==> config.mk <==
export PLATFORM = sky130hd
export DESIGN_NAME = event_divider_phase_align_flat
export DESIGN_NICKNAME = d
export VERILOG_FILES = /design/src/rtl/edpa_pkg.sv /design/src/rtl/edpa_if.sv /design/src/rtl/edpa_divider.sv /design/src/rtl/edpa_datapath.sv /design/src/rtl/edpa_ctrl.sv /design/src/rtl/event_divider_phase_align.sv /design/src/flat_wrapper.sv
export SDC_FILE = /design/constraint.sdc
export NUM_CORES = 1
export LEC_CHECK = 0
export BUFFER_PORTS_ARGS = -buffer_cell sky130_fd_sc_hd__buf_2
export CORE_MARGIN = 1
export CORE_UTILIZATION = 52
export CTS_BUF_LIST = sky130_fd_sc_hd__clkbuf_4 sky130_fd_sc_hd__clkbuf_8 sky130_fd_sc_hd__clkbuf_16
export DETAILED_ROUTE_END_ITERATION = 6
export HOLD_SLACK_MARGIN = 0.05
export PLACE_DENSITY_LB_ADDON = 0.05
export SYNTH_ARGS = -nofsm -noshare
export SYNTH_HDL_FRONTEND = slang
export SYNTH_SLANG_ARGS = --single-unit
==> constraint.sdc <==
create_clock -name i_clk -period 4.2 [get_ports i_clk]
set_clock_uncertainty 0.15 [all_clocks]
set_input_delay 0.21 -clock i_clk [delete_from_list [all_inputs] [get_ports i_clk]]
set_output_delay 0.21 -clock i_clk [all_outputs]
set_load 0.03 [all_outputs]
==> src/rtl/edpa_pkg.sv <==
// Shared types and constants for the event divider with phase alignment.
package edpa_pkg;

    localparam int DIV_W    = 17;
    localparam int IDX_W    = 64;
    localparam int TOTAL_W  = 32;
    localparam int PHASE_W  = 16;
    localparam int STEP_W   = $clog2(IDX_W);

    localparam logic [DIV_W-1:0]  DIV_MAX   = 17'd65536;
    localparam logic [DIV_W-1:0]  DIV_SMALL = 17'd4;
    localparam logic [STEP_W-1:0] DIV_LAST  = STEP_W'(IDX_W - 1);

    typedef enum logic [1:0] {
        FUNC_GRID      = 2'd0,
        FUNC_ALIGN_REQ = 2'd1,
        FUNC_STOP      = 2'd2,
        FUNC_START     = 2'd3
    } t_func;

    typedef enum logic [1:0] {
        OUT_NONE     = 2'd0,
        OUT_ALIGNED  = 2'd1,
        OUT_DEFERRED = 2'd2
    } t_outcome;

    typedef enum logic {
        S_IDLE,
        S_DIV
    } t_state;

    typedef struct packed {
        logic step;
        logic div_go;
        logic finish;
    } t_cmd;

    typedef struct packed {
        logic need_div;
        logic div_done;
    } t_status;

endpackage

==> src/rtl/edpa_if.sv <==
// Valid/ready channel interfaces for event items and result items.
interface edpa_evt_if;
    logic        valid;
    logic        ready;
    logic [1:0]  func;
    logic [63:0] grid_index;

    modport source (output valid, output func, output grid_index, input ready);
    modport sink (input valid, input func, input grid_index, output ready);
endinterface

interface edpa_res_if;
    logic        valid;
    logic        ready;
    logic        led_level;
    logic [15:0] phase_count;
    logic        align_pending;
    logic [1:0]  align_outcome;
    logic [31:0] aligned_total;
    logic [31:0] deferred_total;
    logic [63:0] last_aligned_index;

    modport source (
        output valid, output led_level, output phase_count, output align_pending,
        output align_outcome, output aligned_total, output deferred_total,
        output last_aligned_index, input ready
    );
    modport sink (
        input valid, input led_level, input phase_count, input align_pending,
        input align_outcome, input aligned_total, input deferred_total,
        input last_aligned_index, output ready
    );
endinterface

==> src/rtl/edpa_divider.sv <==
// Restoring divider: 64-bit index by 17-bit divisor, one quotient bit per cycle.
module edpa_divider (
    input  logic                         i_clk,
    input  logic                         i_rst_n,
    input  logic                         i_start,
    input  logic [edpa_pkg::IDX_W-1:0]   i_dividend,
    input  logic [edpa_pkg::DIV_W-1:0]   i_divisor,
    output logic                         o_done,
    output logic [edpa_pkg::DIV_W-1:0]   o_rem,
    output logic                         o_q_lsb
);

    logic                         r_busy;
    logic                         r_done;
    logic [edpa_pkg::STEP_W-1:0]  r_cnt;
    logic [edpa_pkg::IDX_W-1:0]   r_dvd;
    logic [edpa_pkg::DIV_W-1:0]   r_dsr;
    logic [edpa_pkg::DIV_W-1:0]   r_rem;
    logic                         r_q;

    logic [edpa_pkg::DIV_W:0]     w_trial;
    logic                         w_ge;
    logic [edpa_pkg::DIV_W-1:0]   n_rem;

    // The partial remainder stays below the divisor, so the trial fits in one extra bit.
    assign w_trial = {r_rem, r_dvd[edpa_pkg::IDX_W-1]};
    assign w_ge    = (w_trial >= {1'b0, r_dsr});
    assign n_rem   = w_ge ? edpa_pkg::DIV_W'(w_trial - {1'b0, r_dsr})
                          : w_trial[edpa_pkg::DIV_W-1:0];

    always_ff @(posedge i_clk) begin
        if (!i_rst_n) begin
            r_busy <= 1'b0;
            r_done <= 1'b0;
            r_cnt  <= '0;
        end else begin
            r_done <= 1'b0;
            if (i_start) begin
                r_busy <= 1'b1;
                r_cnt  <= '0;
            end else if (r_busy) begin
                r_cnt <= r_cnt + 1'b1;
                if (r_cnt == edpa_pkg::DIV_LAST) begin
                    r_busy <= 1'b0;
                    r_done <= 1'b1;
                end
            end
        end
    end

    always_ff @(posedge i_clk) begin
        if (i_start) begin
            r_dvd <= i_dividend;
            r_dsr <= i_divisor;
            r_rem <= '0;
            r_q   <= 1'b0;
        end else if (r_busy) begin
            r_dvd <= {r_dvd[edpa_pkg::IDX_W-2:0], 1'b0};
            r_rem <= n_rem;
            r_q   <= w_ge;
        end
    end

    assign o_done  = r_done;
    assign o_rem   = r_rem;
    assign o_q_lsb = r_q;

endmodule

==> src/rtl/edpa_datapath.sv <==
// Divider state, alignment counters and the shared divide unit.
module edpa_datapath #(
    parameter int CounterBits = 16
) (
    input  logic                          i_clk,
    input  logic                          i_rst_n,
    input  logic                          i_cfg_we,
    input  logic [edpa_pkg::DIV_W-1:0]    i_cfg_data,
    input  logic [1:0]                    i_func,
    input  logic [edpa_pkg::IDX_W-1:0]    i_grid_index,
    input  edpa_pkg::t_cmd                i_cmd,
    output edpa_pkg::t_status             o_status,
    output logic                          o_led_level,
    output logic [edpa_pkg::PHASE_W-1:0]  o_phase_count,
    output logic                          o_align_pending,
    output logic [1:0]                    o_align_outcome,
    output logic [edpa_pkg::TOTAL_W-1:0]  o_aligned_total,
    output logic [edpa_pkg::TOTAL_W-1:0]  o_deferred_total,
    output logic [edpa_pkg::IDX_W-1:0]    o_last_aligned_index
);

    localparam int CmpW = (CounterBits > edpa_pkg::DIV_W) ? CounterBits : edpa_pkg::DIV_W;
    localparam int WinW = edpa_pkg::DIV_W + 2;

    logic [edpa_pkg::DIV_W-1:0]    r_divisor, n_divisor;
    logic [CounterBits-1:0]        r_counter, n_counter;
    logic                          r_led, n_led;
    logic                          r_pending, n_pending;
    logic [edpa_pkg::TOTAL_W-1:0]  r_aligned, n_aligned;
    logic [edpa_pkg::TOTAL_W-1:0]  r_deferred, n_deferred;
    logic [edpa_pkg::IDX_W-1:0]    r_last, n_last;
    logic [edpa_pkg::IDX_W-1:0]    r_idx;
    edpa_pkg::t_outcome            r_outcome, n_outcome;

    logic                          w_div_done;
    logic [edpa_pkg::DIV_W-1:0]    w_rem;
    logic                          w_q_lsb;
    logic                          w_wrap;
    logic [WinW-1:0]               w_three_n;
    logic                          w_outside;
    logic                          w_take;

    edpa_divider u_divider (
        .i_clk      (i_clk),
        .i_rst_n    (i_rst_n),
        .i_start    (i_cmd.div_go),
        .i_dividend (i_grid_index),
        .i_divisor  (r_divisor),
        .o_done     (w_div_done),
        .o_rem      (w_rem),
        .o_q_lsb    (w_q_lsb)
    );

    // A counter left above the top by a divisor change wraps on the next grid event.
    assign w_wrap = (CmpW'(r_counter) >= CmpW'(r_divisor - 1'b1));

    // Unless n < 4, alignment waits while the phase sits outside the middle half of the period.
    assign w_three_n = (WinW'(r_divisor) << 1) + WinW'(r_divisor);
    assign w_outside = (w_rem < (r_divisor >> 2)) || (WinW'(w_rem) > (w_three_n >> 2));
    assign w_take    = (r_divisor < edpa_pkg::DIV_SMALL) || !w_outside;

    assign o_status.need_div = (edpa_pkg::t_func'(i_func) == edpa_pkg::FUNC_GRID)
                               && (r_divisor != '0) && r_pending;
    assign o_status.div_done = w_div_done;

    always_comb begin
        n_divisor  = r_divisor;
        n_counter  = r_counter;
        n_led      = r_led;
        n_pending  = r_pending;
        n_aligned  = r_aligned;
        n_deferred = r_deferred;
        n_last     = r_last;
        n_outcome  = r_outcome;

        if (i_cfg_we && (i_cfg_data <= edpa_pkg::DIV_MAX)) begin
            n_divisor = i_cfg_data;
            if (i_cfg_data == '0) begin
                n_led     = 1'b0;
                n_counter = '0;
                n_pending = 1'b0;
            end
        end

        if (i_cmd.step) begin
            n_outcome = edpa_pkg::OUT_NONE;
            unique case (edpa_pkg::t_func'(i_func))
                edpa_pkg::FUNC_GRID: begin
                    if (r_divisor != '0) begin
                        if (w_wrap) begin
                            n_counter = '0;
                            n_led     = ~r_led;
                        end else begin
                            n_counter = r_counter + 1'b1;
                        end
                    end
                end
                edpa_pkg::FUNC_ALIGN_REQ: begin
                    n_pending = 1'b1;
                end
                edpa_pkg::FUNC_STOP: begin
                    n_led = 1'b0;
                end
                edpa_pkg::FUNC_START: begin
                    if (r_divisor != '0) begin
                        n_counter = '0;
                        n_led     = 1'b0;
                        n_pending = 1'b1;
                    end
                end
            endcase
        end

        if (i_cmd.finish) begin
            if (w_take) begin
                // Below four events per toggle the phase is forced to zero.
                n_counter = (r_divisor < edpa_pkg::DIV_SMALL) ? '0 : CounterBits'(w_rem);
                n_led     = w_q_lsb;
                n_last    = r_idx;
                n_aligned = r_aligned + 1'b1;
                n_pending = 1'b0;
                n_outcome = edpa_pkg::OUT_ALIGNED;
            end else begin
                n_deferred = r_deferred + 1'b1;
                n_outcome  = edpa_pkg::OUT_DEFERRED;
            end
        end
    end

    always_ff @(posedge i_clk) begin
        if (!i_rst_n) begin
            r_divisor  <= '0;
            r_counter  <= '0;
            r_led      <= 1'b0;
            r_pending  <= 1'b0;
            r_aligned  <= '0;
            r_deferred <= '0;
            r_last     <= '0;
            r_outcome  <= edpa_pkg::OUT_NONE;
        end else begin
            r_divisor  <= n_divisor;
            r_counter  <= n_counter;
            r_led      <= n_led;
            r_pending  <= n_pending;
            r_aligned  <= n_aligned;
            r_deferred <= n_deferred;
            r_last     <= n_last;
            r_outcome  <= n_outcome;
        end
    end

    always_ff @(posedge i_clk) begin
        if (i_cmd.step) begin
            r_idx <= i_grid_index;
        end
    end

    assign o_led_level          = r_led;
    assign o_phase_count        = edpa_pkg::PHASE_W'(r_counter);
    assign o_align_pending      = r_pending;
    assign o_align_outcome      = r_outcome;
    assign o_aligned_total      = r_aligned;
    assign o_deferred_total     = r_deferred;
    assign o_last_aligned_index = r_last;

endmodule

==> src/rtl/edpa_ctrl.sv <==
// Controller: sequences each transaction and holds the result valid flag.
module edpa_ctrl (
    input  logic               i_clk,
    input  logic               i_rst_n,
    input  logic               i_in_valid,
    input  logic               i_out_ready,
    input  edpa_pkg::t_status  i_status,
    output logic               o_in_ready,
    output logic               o_out_valid,
    output edpa_pkg::t_cmd     o_cmd
);

    edpa_pkg::t_state  r_state, n_state;
    logic              r_out_valid, n_out_valid;
    logic              w_accept;
    logic              w_load;

    assign w_accept = i_in_valid && o_in_ready;

    always_comb begin
        n_state = r_state;
        unique case (r_state)
            edpa_pkg::S_IDLE: begin
                if (w_accept && i_status.need_div) begin
                    n_state = edpa_pkg::S_DIV;
                end
            end
            edpa_pkg::S_DIV: begin
                if (i_status.div_done) begin
                    n_state = edpa_pkg::S_IDLE;
                end
            end
        endcase
    end

    always_comb begin
        o_in_ready    = 1'b0;
        o_cmd.step    = 1'b0;
        o_cmd.div_go  = 1'b0;
        o_cmd.finish  = 1'b0;
        w_load        = 1'b0;
        unique case (r_state)
            edpa_pkg::S_IDLE: begin
                // A waiting result may leave on the same edge a new transaction enters.
                o_in_ready   = !r_out_valid || i_out_ready;
                o_cmd.step   = w_accept;
                o_cmd.div_go = w_accept && i_status.need_div;
                w_load       = w_accept && !i_status.need_div;
            end
            edpa_pkg::S_DIV: begin
                o_cmd.finish = i_status.div_done;
                w_load       = i_status.div_done;
            end
        endcase
    end

    always_comb begin
        n_out_valid = r_out_valid;
        if (w_load) begin
            n_out_valid = 1'b1;
        end else if (r_out_valid && i_out_ready) begin
            n_out_valid = 1'b0;
        end
    end

    always_ff @(posedge i_clk) begin
        if (!i_rst_n) begin
            r_state     <= edpa_pkg::S_IDLE;
            r_out_valid <= 1'b0;
        end else begin
            r_state     <= n_state;
            r_out_valid <= n_out_valid;
        end
    end

    assign o_out_valid = r_out_valid;

endmodule

==> src/rtl/event_divider_phase_align.sv <==
// Event divider with phase alignment: most transactions have their result registered for the next cycle.
// A grid event with an alignment request pending and a nonzero divisor first runs through
// the bit-serial divider that forms index mod n and bit 0 of index/n, then the finish step.
// No new transaction enters until such a grid event has finished.
// A new transaction is accepted on the edge that hands over the previous result.
// Reset (i_rst_n low, synchronous) clears the divisor, counter, LED, request and totals.
module event_divider_phase_align #(
    parameter int COUNTER_BITS = 16
) (
    input  logic                        i_clk,
    input  logic                        i_rst_n,
    input  logic                        i_cfg_we,
    input  logic [edpa_pkg::DIV_W-1:0]  i_cfg_data,
    edpa_evt_if.sink                    i_evt,
    edpa_res_if.source                  o_res
);

    edpa_pkg::t_cmd     w_cmd;
    edpa_pkg::t_status  w_status;

    edpa_ctrl u_ctrl (
        .i_clk       (i_clk),
        .i_rst_n     (i_rst_n),
        .i_in_valid  (i_evt.valid),
        .i_out_ready (o_res.ready),
        .i_status    (w_status),
        .o_in_ready  (i_evt.ready),
        .o_out_valid (o_res.valid),
        .o_cmd       (w_cmd)
    );

    edpa_datapath #(
        .CounterBits (COUNTER_BITS)
    ) u_datapath (
        .i_clk                (i_clk),
        .i_rst_n              (i_rst_n),
        .i_cfg_we             (i_cfg_we),
        .i_cfg_data           (i_cfg_data),
        .i_func               (i_evt.func),
        .i_grid_index         (i_evt.grid_index),
        .i_cmd                (w_cmd),
        .o_status             (w_status),
        .o_led_level          (o_res.led_level),
        .o_phase_count        (o_res.phase_count),
        .o_align_pending      (o_res.align_pending),
        .o_align_outcome      (o_res.align_outcome),
        .o_aligned_total      (o_res.aligned_total),
        .o_deferred_total     (o_res.deferred_total),
        .o_last_aligned_index (o_res.last_aligned_index)
    );

    // Once a divide starts, no transaction may enter until it finishes.
    a_div_blocks_input: assert property (@(posedge i_clk) disable iff (!i_rst_n)
        (i_evt.valid && i_evt.ready && w_status.need_div) |=> !i_evt.ready)
        else $error("transaction accepted during a divide");

    // A completed alignment always clears the request.
    a_aligned_clears: assert property (@(posedge i_clk) disable iff (!i_rst_n)
        (o_res.valid && (o_res.align_outcome == edpa_pkg::OUT_ALIGNED)) |-> !o_res.align_pending)
        else $error("request still pending after alignment");

    // The deferral total moves only together with a deferred outcome.
    a_defer_count: assert property (@(posedge i_clk) disable iff (!i_rst_n)
        ($past(i_rst_n) && (o_res.deferred_total != $past(o_res.deferred_total)))
            |-> (o_res.align_outcome == edpa_pkg::OUT_DEFERRED))
        else $error("deferral total changed without a deferred outcome");

endmodule
==> src/flat_wrapper.sv <==
// flat-port wrapper written by rule: the top's interface ports become plain ports
module event_divider_phase_align_flat 
#(
    parameter int COUNTER_BITS = 16
)
  (i_clk, i_rst_n, i_cfg_we, i_cfg_data, i_evt_valid, i_evt_func, i_evt_grid_index, i_evt_ready, o_res_valid, o_res_led_level, o_res_phase_count, o_res_align_pending, o_res_align_outcome, o_res_aligned_total, o_res_deferred_total, o_res_last_aligned_index, o_res_ready);
  edpa_evt_if i_evt_i ();
  edpa_res_if o_res_i ();
  input  logic i_clk;
  input  logic i_rst_n;
  input  logic i_cfg_we;
  input  logic [edpa_pkg::DIV_W-1:0] i_cfg_data;
  input wire logic [$bits(i_evt_i.valid)-1:0] i_evt_valid;
  input wire logic [$bits(i_evt_i.func)-1:0] i_evt_func;
  input wire logic [$bits(i_evt_i.grid_index)-1:0] i_evt_grid_index;
  output wire logic [$bits(i_evt_i.ready)-1:0] i_evt_ready;
  output wire logic [$bits(o_res_i.valid)-1:0] o_res_valid;
  output wire logic [$bits(o_res_i.led_level)-1:0] o_res_led_level;
  output wire logic [$bits(o_res_i.phase_count)-1:0] o_res_phase_count;
  output wire logic [$bits(o_res_i.align_pending)-1:0] o_res_align_pending;
  output wire logic [$bits(o_res_i.align_outcome)-1:0] o_res_align_outcome;
  output wire logic [$bits(o_res_i.aligned_total)-1:0] o_res_aligned_total;
  output wire logic [$bits(o_res_i.deferred_total)-1:0] o_res_deferred_total;
  output wire logic [$bits(o_res_i.last_aligned_index)-1:0] o_res_last_aligned_index;
  input wire logic [$bits(o_res_i.ready)-1:0] o_res_ready;
  assign i_evt_i.valid = i_evt_valid;
  assign i_evt_i.func = i_evt_func;
  assign i_evt_i.grid_index = i_evt_grid_index;
  assign i_evt_ready = i_evt_i.ready;
  assign o_res_valid = o_res_i.valid;
  assign o_res_led_level = o_res_i.led_level;
  assign o_res_phase_count = o_res_i.phase_count;
  assign o_res_align_pending = o_res_i.align_pending;
  assign o_res_align_outcome = o_res_i.align_outcome;
  assign o_res_aligned_total = o_res_i.aligned_total;
  assign o_res_deferred_total = o_res_i.deferred_total;
  assign o_res_last_aligned_index = o_res_i.last_aligned_index;
  assign o_res_i.ready = o_res_ready;
  event_divider_phase_align #(.COUNTER_BITS(COUNTER_BITS)) u_core (.i_clk(i_clk), .i_rst_n(i_rst_n), .i_cfg_we(i_cfg_we), .i_cfg_data(i_cfg_data), .i_evt(i_evt_i), .o_res(o_res_i));
endmodule
==> summary.md, run 1 <==
| Metric | Value |
|---|---|
| Ports | ~240 |
| Adder-cell share of the synthesized area | 0.08716 |
| CTS tree | built |
| Final Hold Fails | 0 |
| Worst path required time | around 4.5 ns |
| Post-DRT Antenna Nets | 0 |
| Placer Congestion | a little under 0.9 |
| Hold_ws | about 0.084 ns |
| Die H | between 150 and 200 um |
| Tot GR Track Use | 0.2690 |
| Synth Area in Simple Gates | 0.2044 |
| Num rows | 65 |
| Post-synth cell types | between 70 and 80 |
| Syn avg cell area | about 9.3 sq um |
| Ratio of cells with drive above 1 in the final layout | 0.2389 |
| Fin crit share | 1.083 |
| Sequential share of the synthesized area | 0.4885 |
| CP startpoint kind | flip-flop |
| Pre-CTS WS | -0.2869 ns |
| MaxCap Viol Count | 0 |
| Dpl hpwl | 31.30 mm |
| Top_reg_cell synth | dfxtp_1 |
| Largest family of logic cells by synthesized area | simple AND/OR/NAND/NOR gates |
| DIE AREA | approximately 33,000 sq um |
| Worst min-delay path category | in2reg |
| Initial antenna violation count | 2 |
| Clk root buf | clkbuf_16 |
| Syn nets | approximately 2k |
| Synth Warn # | 0 |
| CP arrival | 4.84 ns |
| Critical path type | reg2reg |
| Drt wl/cell | between 15 and 20 um |
| Failing checks | negative setup slack |
| Layout area overhead | 31.13% |
| CTS HTree Levels | 2 |
| Number of buffers on the longest clock path | 3 |
| Number of global-route vias before repair | between 10k and 15k |
| Mux cell area share after synthesis | 0.02945 |
| Core ar. | around 32,000 sq um |
| Peak VDD IR | 0.0002946 V |
| Pins Over Slew Limit | 0 |
| Chip Width | approximately 180 um |
| I/O Buffers | around 240 |
| Pleak | roughly 0.0094 uW |
| RSZ-0062 raised after global routing | yes |
| Post-synth EDFFs | approximately 150 |
| Reg2Reg Setup Slack | -0.35 ns |
| Synthesized area | 16,820 sq um |
| Cell count after placement | roughly 2.5k |
| Top cells by area, synth | edfxtp_1, dfxtp_1, nand2_1 |
| Fmax | roughly 220 MHz |
| Synth top cells by count | nand2_1, dfxtp_1, a21oi_1 |
| Fill cells | between 2k and 3k |
| CP Capture Type | flip-flop |
| Slew @ Worst Pin | about 0.96 ns |
| First-pass GRT wire length | a little over 70 mm |
| Worst-path fanout max | 7 |
| Starting Density | 0.5304 |
| Antenna Cells | 0 |
| Power Density | between 400 and 500 nW/um^2 |
| FF+latch count, synth | 338 |
| Global route total overflow | 0 |
| Number of DRC markers in iteration 0 | roughly 940 |
| Clock Latency Late Sink | ~0.53 ns |
| Final setup margin | -0.3499 ns |
| Synth Area in Compound Gates | 0.1291 |
| CTS Sinks | between 300 and 400 |
| NumNets Final | 2,414 |
| Finish-stage setup viols | approximately 150 |
| Tmin final | 4.550 ns |
| Worst rel slew slack | 0.3574 |
| Largest net degree at the start of global routing | between 80 and 90 |
| DRC | 0 |
| Post-synth top area cell | edfxtp_1 |
| Post-Syn Instances | around 1.8k |
| Fraction of registers with async set/reset | 0 |
| Cts bufs inserted | 37 |
| Total routed wirelength | between 40 and 50 mm |
| Vias per cell | ~5.6 |
| Post-Layout Cell Count | 2,641 |
| Setup_tns | -38.88 ns |
| Post-synthesis xor/xnor area fraction | 0.02967 |
| Vias | between 10k and 15k |
| Detailed Routing Iterations Pass 1 | 5 |
| Status | finished, violations left |
| Synth top area share | 0.2588 |
| Reg clk slew, reported paths | ~0.060 ns |
| Count leader, synth | nand2_1 |
[worst paths after layout]
check | from | end | depth (start not counted)
worst max-delay path | u_core.u_datapath.r_divisor[1] | u_core.u_datapath.o_aligned_total[29] | 21
worst min-delay path | i_evt_valid | u_core.u_datapath.o_led_level | 4
worst max register to register | u_core.u_datapath.r_divisor[1] | u_core.u_datapath.o_aligned_total[29] | 21
worst min register to register | u_core.u_datapath.o_last_aligned_index[13] | u_core.u_datapath.o_last_aligned_index[13] | 2
[layer usage]
layer  routed length (um)  vias up  GRT usage
li1                     -     7184          -
met5                   32        -          0
met1                21190     6990     0.3762
met4                 1202        4    0.08101
met2                21830      466     0.4342
met3                 2715       84    0.03670
[worst max-delay path, cell delays in order, from the launching register on]
cell and delay, ns:
dfxtp_2 0.34, buf_6 0.12, fa_2 0.38, a211o_1 0.30, a211oi_2 0.32, o311ai_2 0.13
a31oi_1 0.24, nor2b_1 0.09, o21ai_2 0.17, a21oi_2 0.08, xnor2_1 0.13, ha_1 0.33
nand4_1 0.12, nor3_2 0.24, buf_4 0.14, a22oi_2 0.07, o21ai_2 0.14, buf_6 0.15
nand3_4 0.13, buf_6 0.19, nor4_4 0.28, mux2i_1 0.23
[registers in the layout, indices dropped and copies added, names as in the netlist]
signal	cells
u_core.u_datapath.o_deferred_total	32
u_core.u_ctrl.o_out_valid	1
u_core.u_ctrl.r_state	1
u_core.u_datapath.u_divider.o_done	1
u_core.u_datapath.r_idx	64
u_core.u_datapath.u_divider.r_dsr	17
u_core.u_datapath.r_divisor	17
u_core.u_datapath.o_last_aligned_index	64
u_core.u_datapath.u_divider.r_busy	1
u_core.u_datapath.o_phase_count	16
u_core.u_datapath.u_divider.r_dvd	64
u_core.u_datapath.o_align_pending	1
u_core.u_datapath.u_divider.o_rem	17
u_core.u_datapath.u_divider.o_q_lsb	1
u_core.u_datapath.o_aligned_total	32
u_core.u_datapath.o_led_level	1
u_core.u_datapath.u_divider.r_cnt	6
u_core.u_datapath.o_align_outcome	2
[area by class of cell]
class                           instances  area, sq um  area share
Clock buffer                           50         1079     0.04889
Clock inverter                         18        172.7    0.007827
Inverter                               58        219.0    0.009925
Multi-Input combinational cell       1335         8632      0.3913
Sequential cell                       338         8224      0.3728
Tap cell                              402        503.0     0.02280
Timing Repair Buffer                  440         3232      0.1465
[cell usage in the layout, fill, tap and decap left out, types with 14 or more instances in the layout]
| cell type | count |
|---|---|
| buf_4 | 83 |
| buf_6 | 17 |
| edfxtp_1 | 145 |
| nand4_1 | 28 |
| o21ai_0 | 58 |
| xor2_1 | 17 |
| a21oi_2 | 29 |
| mux2i_1 | 45 |
| or3_1 | 14 |
| nor2_1 | 85 |
| ha_1 | 112 |
| buf_2 | 237 |
| inv_1 | 54 |
| nand2b_1 | 41 |
| clkbuf_16 | 42 |
| nor3_1 | 20 |
| o2bb2ai_1 | 14 |
| nand3_1 | 39 |
| dfxtp_1 | 190 |
| and3_1 | 23 |
| dlygate4sd3_1 | 84 |
| nand2_1 | 412 |
| a21oi_1 | 143 |
| xnor2_1 | 37 |
[cell families (layout without fill, tap and decap cells)]
kind of cell / after synthesis / in the layout
xor+xnor: 57 / 57
buf+inv: 134 / 566
simple gates: 755 / 756
flops: 338 / 338
compound gates: 357 / 357
fa+ha+maj: 116 / 116
mux: 49 / 49
[per-stage QoR]
stage	instance area, sq um	power, uW	util
5_1_grt	22060	9748	0.6955
2_1_floorplan	16870	5233	-
3_3_place_gp	19070	5887	0.6013
6_report	22060	9313	0.6955
3_5_place_dp	19070	5935	0.6013
4_1_cts	21440	9310	0.6759
[where the power goes]
group	internal (uW)	total, uW	switching, uW
clock	1950	3280	1330
combinational	988	2230	1250
sequential	3580	3800	217
total	6520	9310	2800
[timing repair]
action,4_1_cts,5_1_grt
setup endpoints to repair,145,148
resized for setup,42,88
buffers inserted,7,11
hold buffers,84,0
gates cloned,1,7
endpoints found under the hold margin,147,0
pin swaps,24,21
No activity file was read; power rests on OpenSTA's default activity.
==> run 2: changes to the inputs <==
--- a/config.mk
+++ b/config.mk
@@ -14,4 +14,5 @@
 export PLACE_DENSITY_LB_ADDON = 0.05
 export SYNTH_ARGS = -nofsm -noshare
 export SYNTH_HDL_FRONTEND = slang
+export SYNTH_HIERARCHICAL = 1
 export SYNTH_SLANG_ARGS = --single-unit
==> constraint.sdc (replaced) <==
create_clock -name i_clk -period 4.2 [get_ports i_clk]
set_clock_uncertainty 0.15 [all_clocks]
set_input_delay 0.42 -clock i_clk [delete_from_list [all_inputs] [get_ports i_clk]]
set_output_delay 0.42 -clock i_clk [all_outputs]
set_load 0.03 [all_outputs]
==> run 2 against run 1 <==
Net effect: the run still ends with negative setup slack left; cell area grew 2.0%; die area grew 1.1%; combinational power shrank 7%; fmax shrank 8.3%; sequential power shrank 2%; synthesized cell count shrank 11%; wire length grew 3.3%; critical path depth grew 4; sequential share of layout area shrank 0.73 points.
==> summary.md, run 2 <==
| Metric | Value |
|---|---|
| Synth top cells by count | dfxtp_1, nor2_1, edfxtp_1 |
| Pins Over Slew Limit | 0 |
| NumNets Final | 2,258 |
| Fraction of registers with async set/reset | 0 |
| Clk root buf | clkbuf_16 |
| Post-synth cell types | 82 |
| Syn nets | about 1.8k |
| MaxCap Viol Count | 0 |
| Count leader, synth | dfxtp_1 |
| Status | finished, violations left |
| Final Hold Fails | 0 |
| I/O Buffers | 237 |
| Post-Syn Instances | ~1.6k |
| Most frequent cells in the layout | buf_2, dfxtp_1, nor2_1 |
| RSZ-0062 raised after global routing | yes |
| Power Internal | around 6400 uW |
| Highest routed layer | met5 |
| Reg clk slew, reported paths | about 0.060 ns |
| Power Density | just over 400 nW/um^2 |
| Switch share | 0.2978 |
| Synth top area share | 0.2560 |
| Multi-input gate area | between 8000 and 9000 sq um |
| Comb power frac | 0.228 |
| CP arrival | 5.21 ns |
| Drt wl/cell | 19.26 um |
| Synth Warn # | 6 |
| Fill cells | between 2k and 2.5k |
| Setup_tns | -88.26 ns |
| Synthesized area | about 17,000 sq um |
| Global route total overflow | 0 |
| Tmin final | 4.962 ns |
| CP startpoint kind | flip-flop |
| Post-synth EDFFs | 145 |
| Post-synth top area cell | edfxtp_1 |
| Vias per cell | ~5.6 |
| Worst min-delay path category | in2reg |
| Total routed wirelength | 48.54 mm |
| CTS Sinks | between 300 and 400 |
| Final Core Density | 0.7057 |
| CP Capture Type | flip-flop |
| Fmax | ~200 MHz |
| Core ar. | ~32,000 sq um |
| Sequential Power Share | 0.410 |
| Layout area overhead | 32.28% |
| Wl on met1 | around 21 mm |
| Dpl hpwl | around 32 mm |
| Top_reg_cell synth | dfxtp_1 |
| Num rows | 65 |
| Commonest non-fill, non-tap cell in the layout | buf_2 |
| Post-DP Area | ~20,000 sq um |
| Critical path's largest stage delay | 0.38 ns |
| Register area | between 8000 and 9000 sq um |
| Clock power share | 0.362 |
| Slew @ Worst Pin | approximately 1 ns |
| Largest net degree at the start of global routing | just under 100 |
| Routed wl met3 | slightly below 3 mm |
| Critical path type | reg2reg |
| Tot GR Track Use | 0.2857 |
| Critical path's slowest cell | fa_2 |
| Vias | about 14k |
| Chip Width | around 180 um |
| Die H | around 180 um |
| Top cells by area, synth | edfxtp_1, dfxtp_1, ha_1 |
| FF+latch count, synth | roughly 340 |
| DIE AREA | between 30,000 and 40,000 sq um |
| Total power | approximately 9000 uW |
| Number of global-route vias before repair | approximately 14k |
| Ports | 238 |
| Number of buffers on the longest clock path | 3 |
| DRC | 0 |
| Clock Latency Late Sink | between 0.5 and 0.6 ns |
| CTS tree | built |
| Cts bufs inserted | 38 |
| Met2 wire len | between 20 and 25 mm |
| Placer Congestion | just under 0.9 |
| Worst path required time | 4.44 ns |
| Starting Density | 0.5335 |
| Psw | 2703 uW |
| Syn avg cell area | approximately 11 sq um |
| Sequential share of the synthesized area | 0.4832 |
| Post-DRT Antenna Nets | 0 |
| Hold_ws | 0.05966 ns |
| Final setup margin | -0.7617 ns |
| Finish-stage setup viols | ~150 |
| Failing checks | negative setup slack |
| Pleak | 0.009593 uW |
| Worst-path fanout max | 5 |
| First-pass GRT wire length | roughly 75 mm |
| Number of DRC markers in iteration 0 | between 800 and 900 |
| Initial antenna violation count | 3 |
| CTS HTree Levels | 2 |
| Detailed Routing Iterations Pass 1 | 4 |
| Worst rel slew slack | 0.3274 |
| Peak VDD IR | about 0.00038 V |
| Fin crit share | 1.181 |
| Design area | between 20,000 and 25,000 sq um |
| Ratio of cells with drive above 1 in the final layout | 0.2919 |
-- run 2: changes by cell type after synthesis, sizes merged, moves of 10 or more --
cell,change
nand2b,+13
nand3,-10
mux2i,+59
a21oi,-91
mux2,+60
a21o,+10
nor2,+74
a32o,+11
nand2,-305
o211ai,+16
clkbuf,-12
o2bb2ai,-14
o21ai,-26
-- run 2: critical path: cells and delay by family (launching register included) --
family,cells,cell delay [ns]
AOI/OAI and AO/OA,9,1.73
xor gates and xnor gates,1,0.13
adders and majority gates,3,0.85
buffers and inverters,7,0.89
DFF,1,0.37
muxes,1,0.21
and+or+nand+nor,4,0.52
-- run 2: cell type report --
class                      count  share of cell area
clock buffer                  47             0.04638
timing repair buffer         473              0.1568
tap                          435             0.02419
sequential                   338              0.3655
multi-input combinational   1141              0.3877
inverter                      62             0.01057
clock inverter                22            0.008675
antenna                        2           0.0002224
-- run 2: logic make-up after synthesis --
kind of cell    synth area share
compound gates            0.1135
mux                       0.1036
flops                     0.4832
buf+inv                  0.03273
simple gates              0.1551
fa+ha+maj                0.08621
xor+xnor                 0.02575
-- run 2: path summary, 6_finish.rpt --
path,from,endpoint,slack (ns),cells after the start
min reg2reg,u_core/u_datapath/o_align_outcome[0],u_core/u_datapath/o_align_outcome[0],0.31,2
max reg2reg,u_core/u_datapath/r_divisor[1],u_core/u_datapath/o_last_aligned_index[56],-0.76,25
min,i_cfg_data[5],u_core/u_datapath/r_divisor[5],0.06,3
max,u_core/u_datapath/r_divisor[1],u_core/u_datapath/o_last_aligned_index[56],-0.76,25
-- run 2: metal layers --
layer,vias up,global-route usage
li1,6817,-
met1,6781,0.3700
met2,406,0.4773
met3,85,0.05798
met4,2,0.09600
met5,-,0
-- run 2: power by group through the flow --
stage | combinational [uW] | clock, uW | sequential (uW)
floorplan | 1180 | 0 | 3740
CTS | 2060 | 3340 | 3720
finish | 2070 | 3280 | 3720
global route | 2270 | 3470 | 3730
detailed placement | 1850 | 0 | 3790
global placement | 1810 | 0 | 3790
-- run 2: through the flow --
step                      setup slack, ns  instances
after floorplan                   -0.3495       1612
after global routing              -0.9666       2519
after global placement            -0.6517       2337
after detailed placement          -0.7697       2337
after CTS                         -0.6865       2515
final                             -0.7617       2520
-- run 2: repair_timing --
action                                 in CTS  in global routing
endpoints found under the hold margin     116                  0
pin swaps                                  21                  3
buffers inserted                           22                  6
cloned                                      8                  2
hold buffers                               79                  0
setup endpoints to repair                 148                148
gates resized for setup                    90                 35
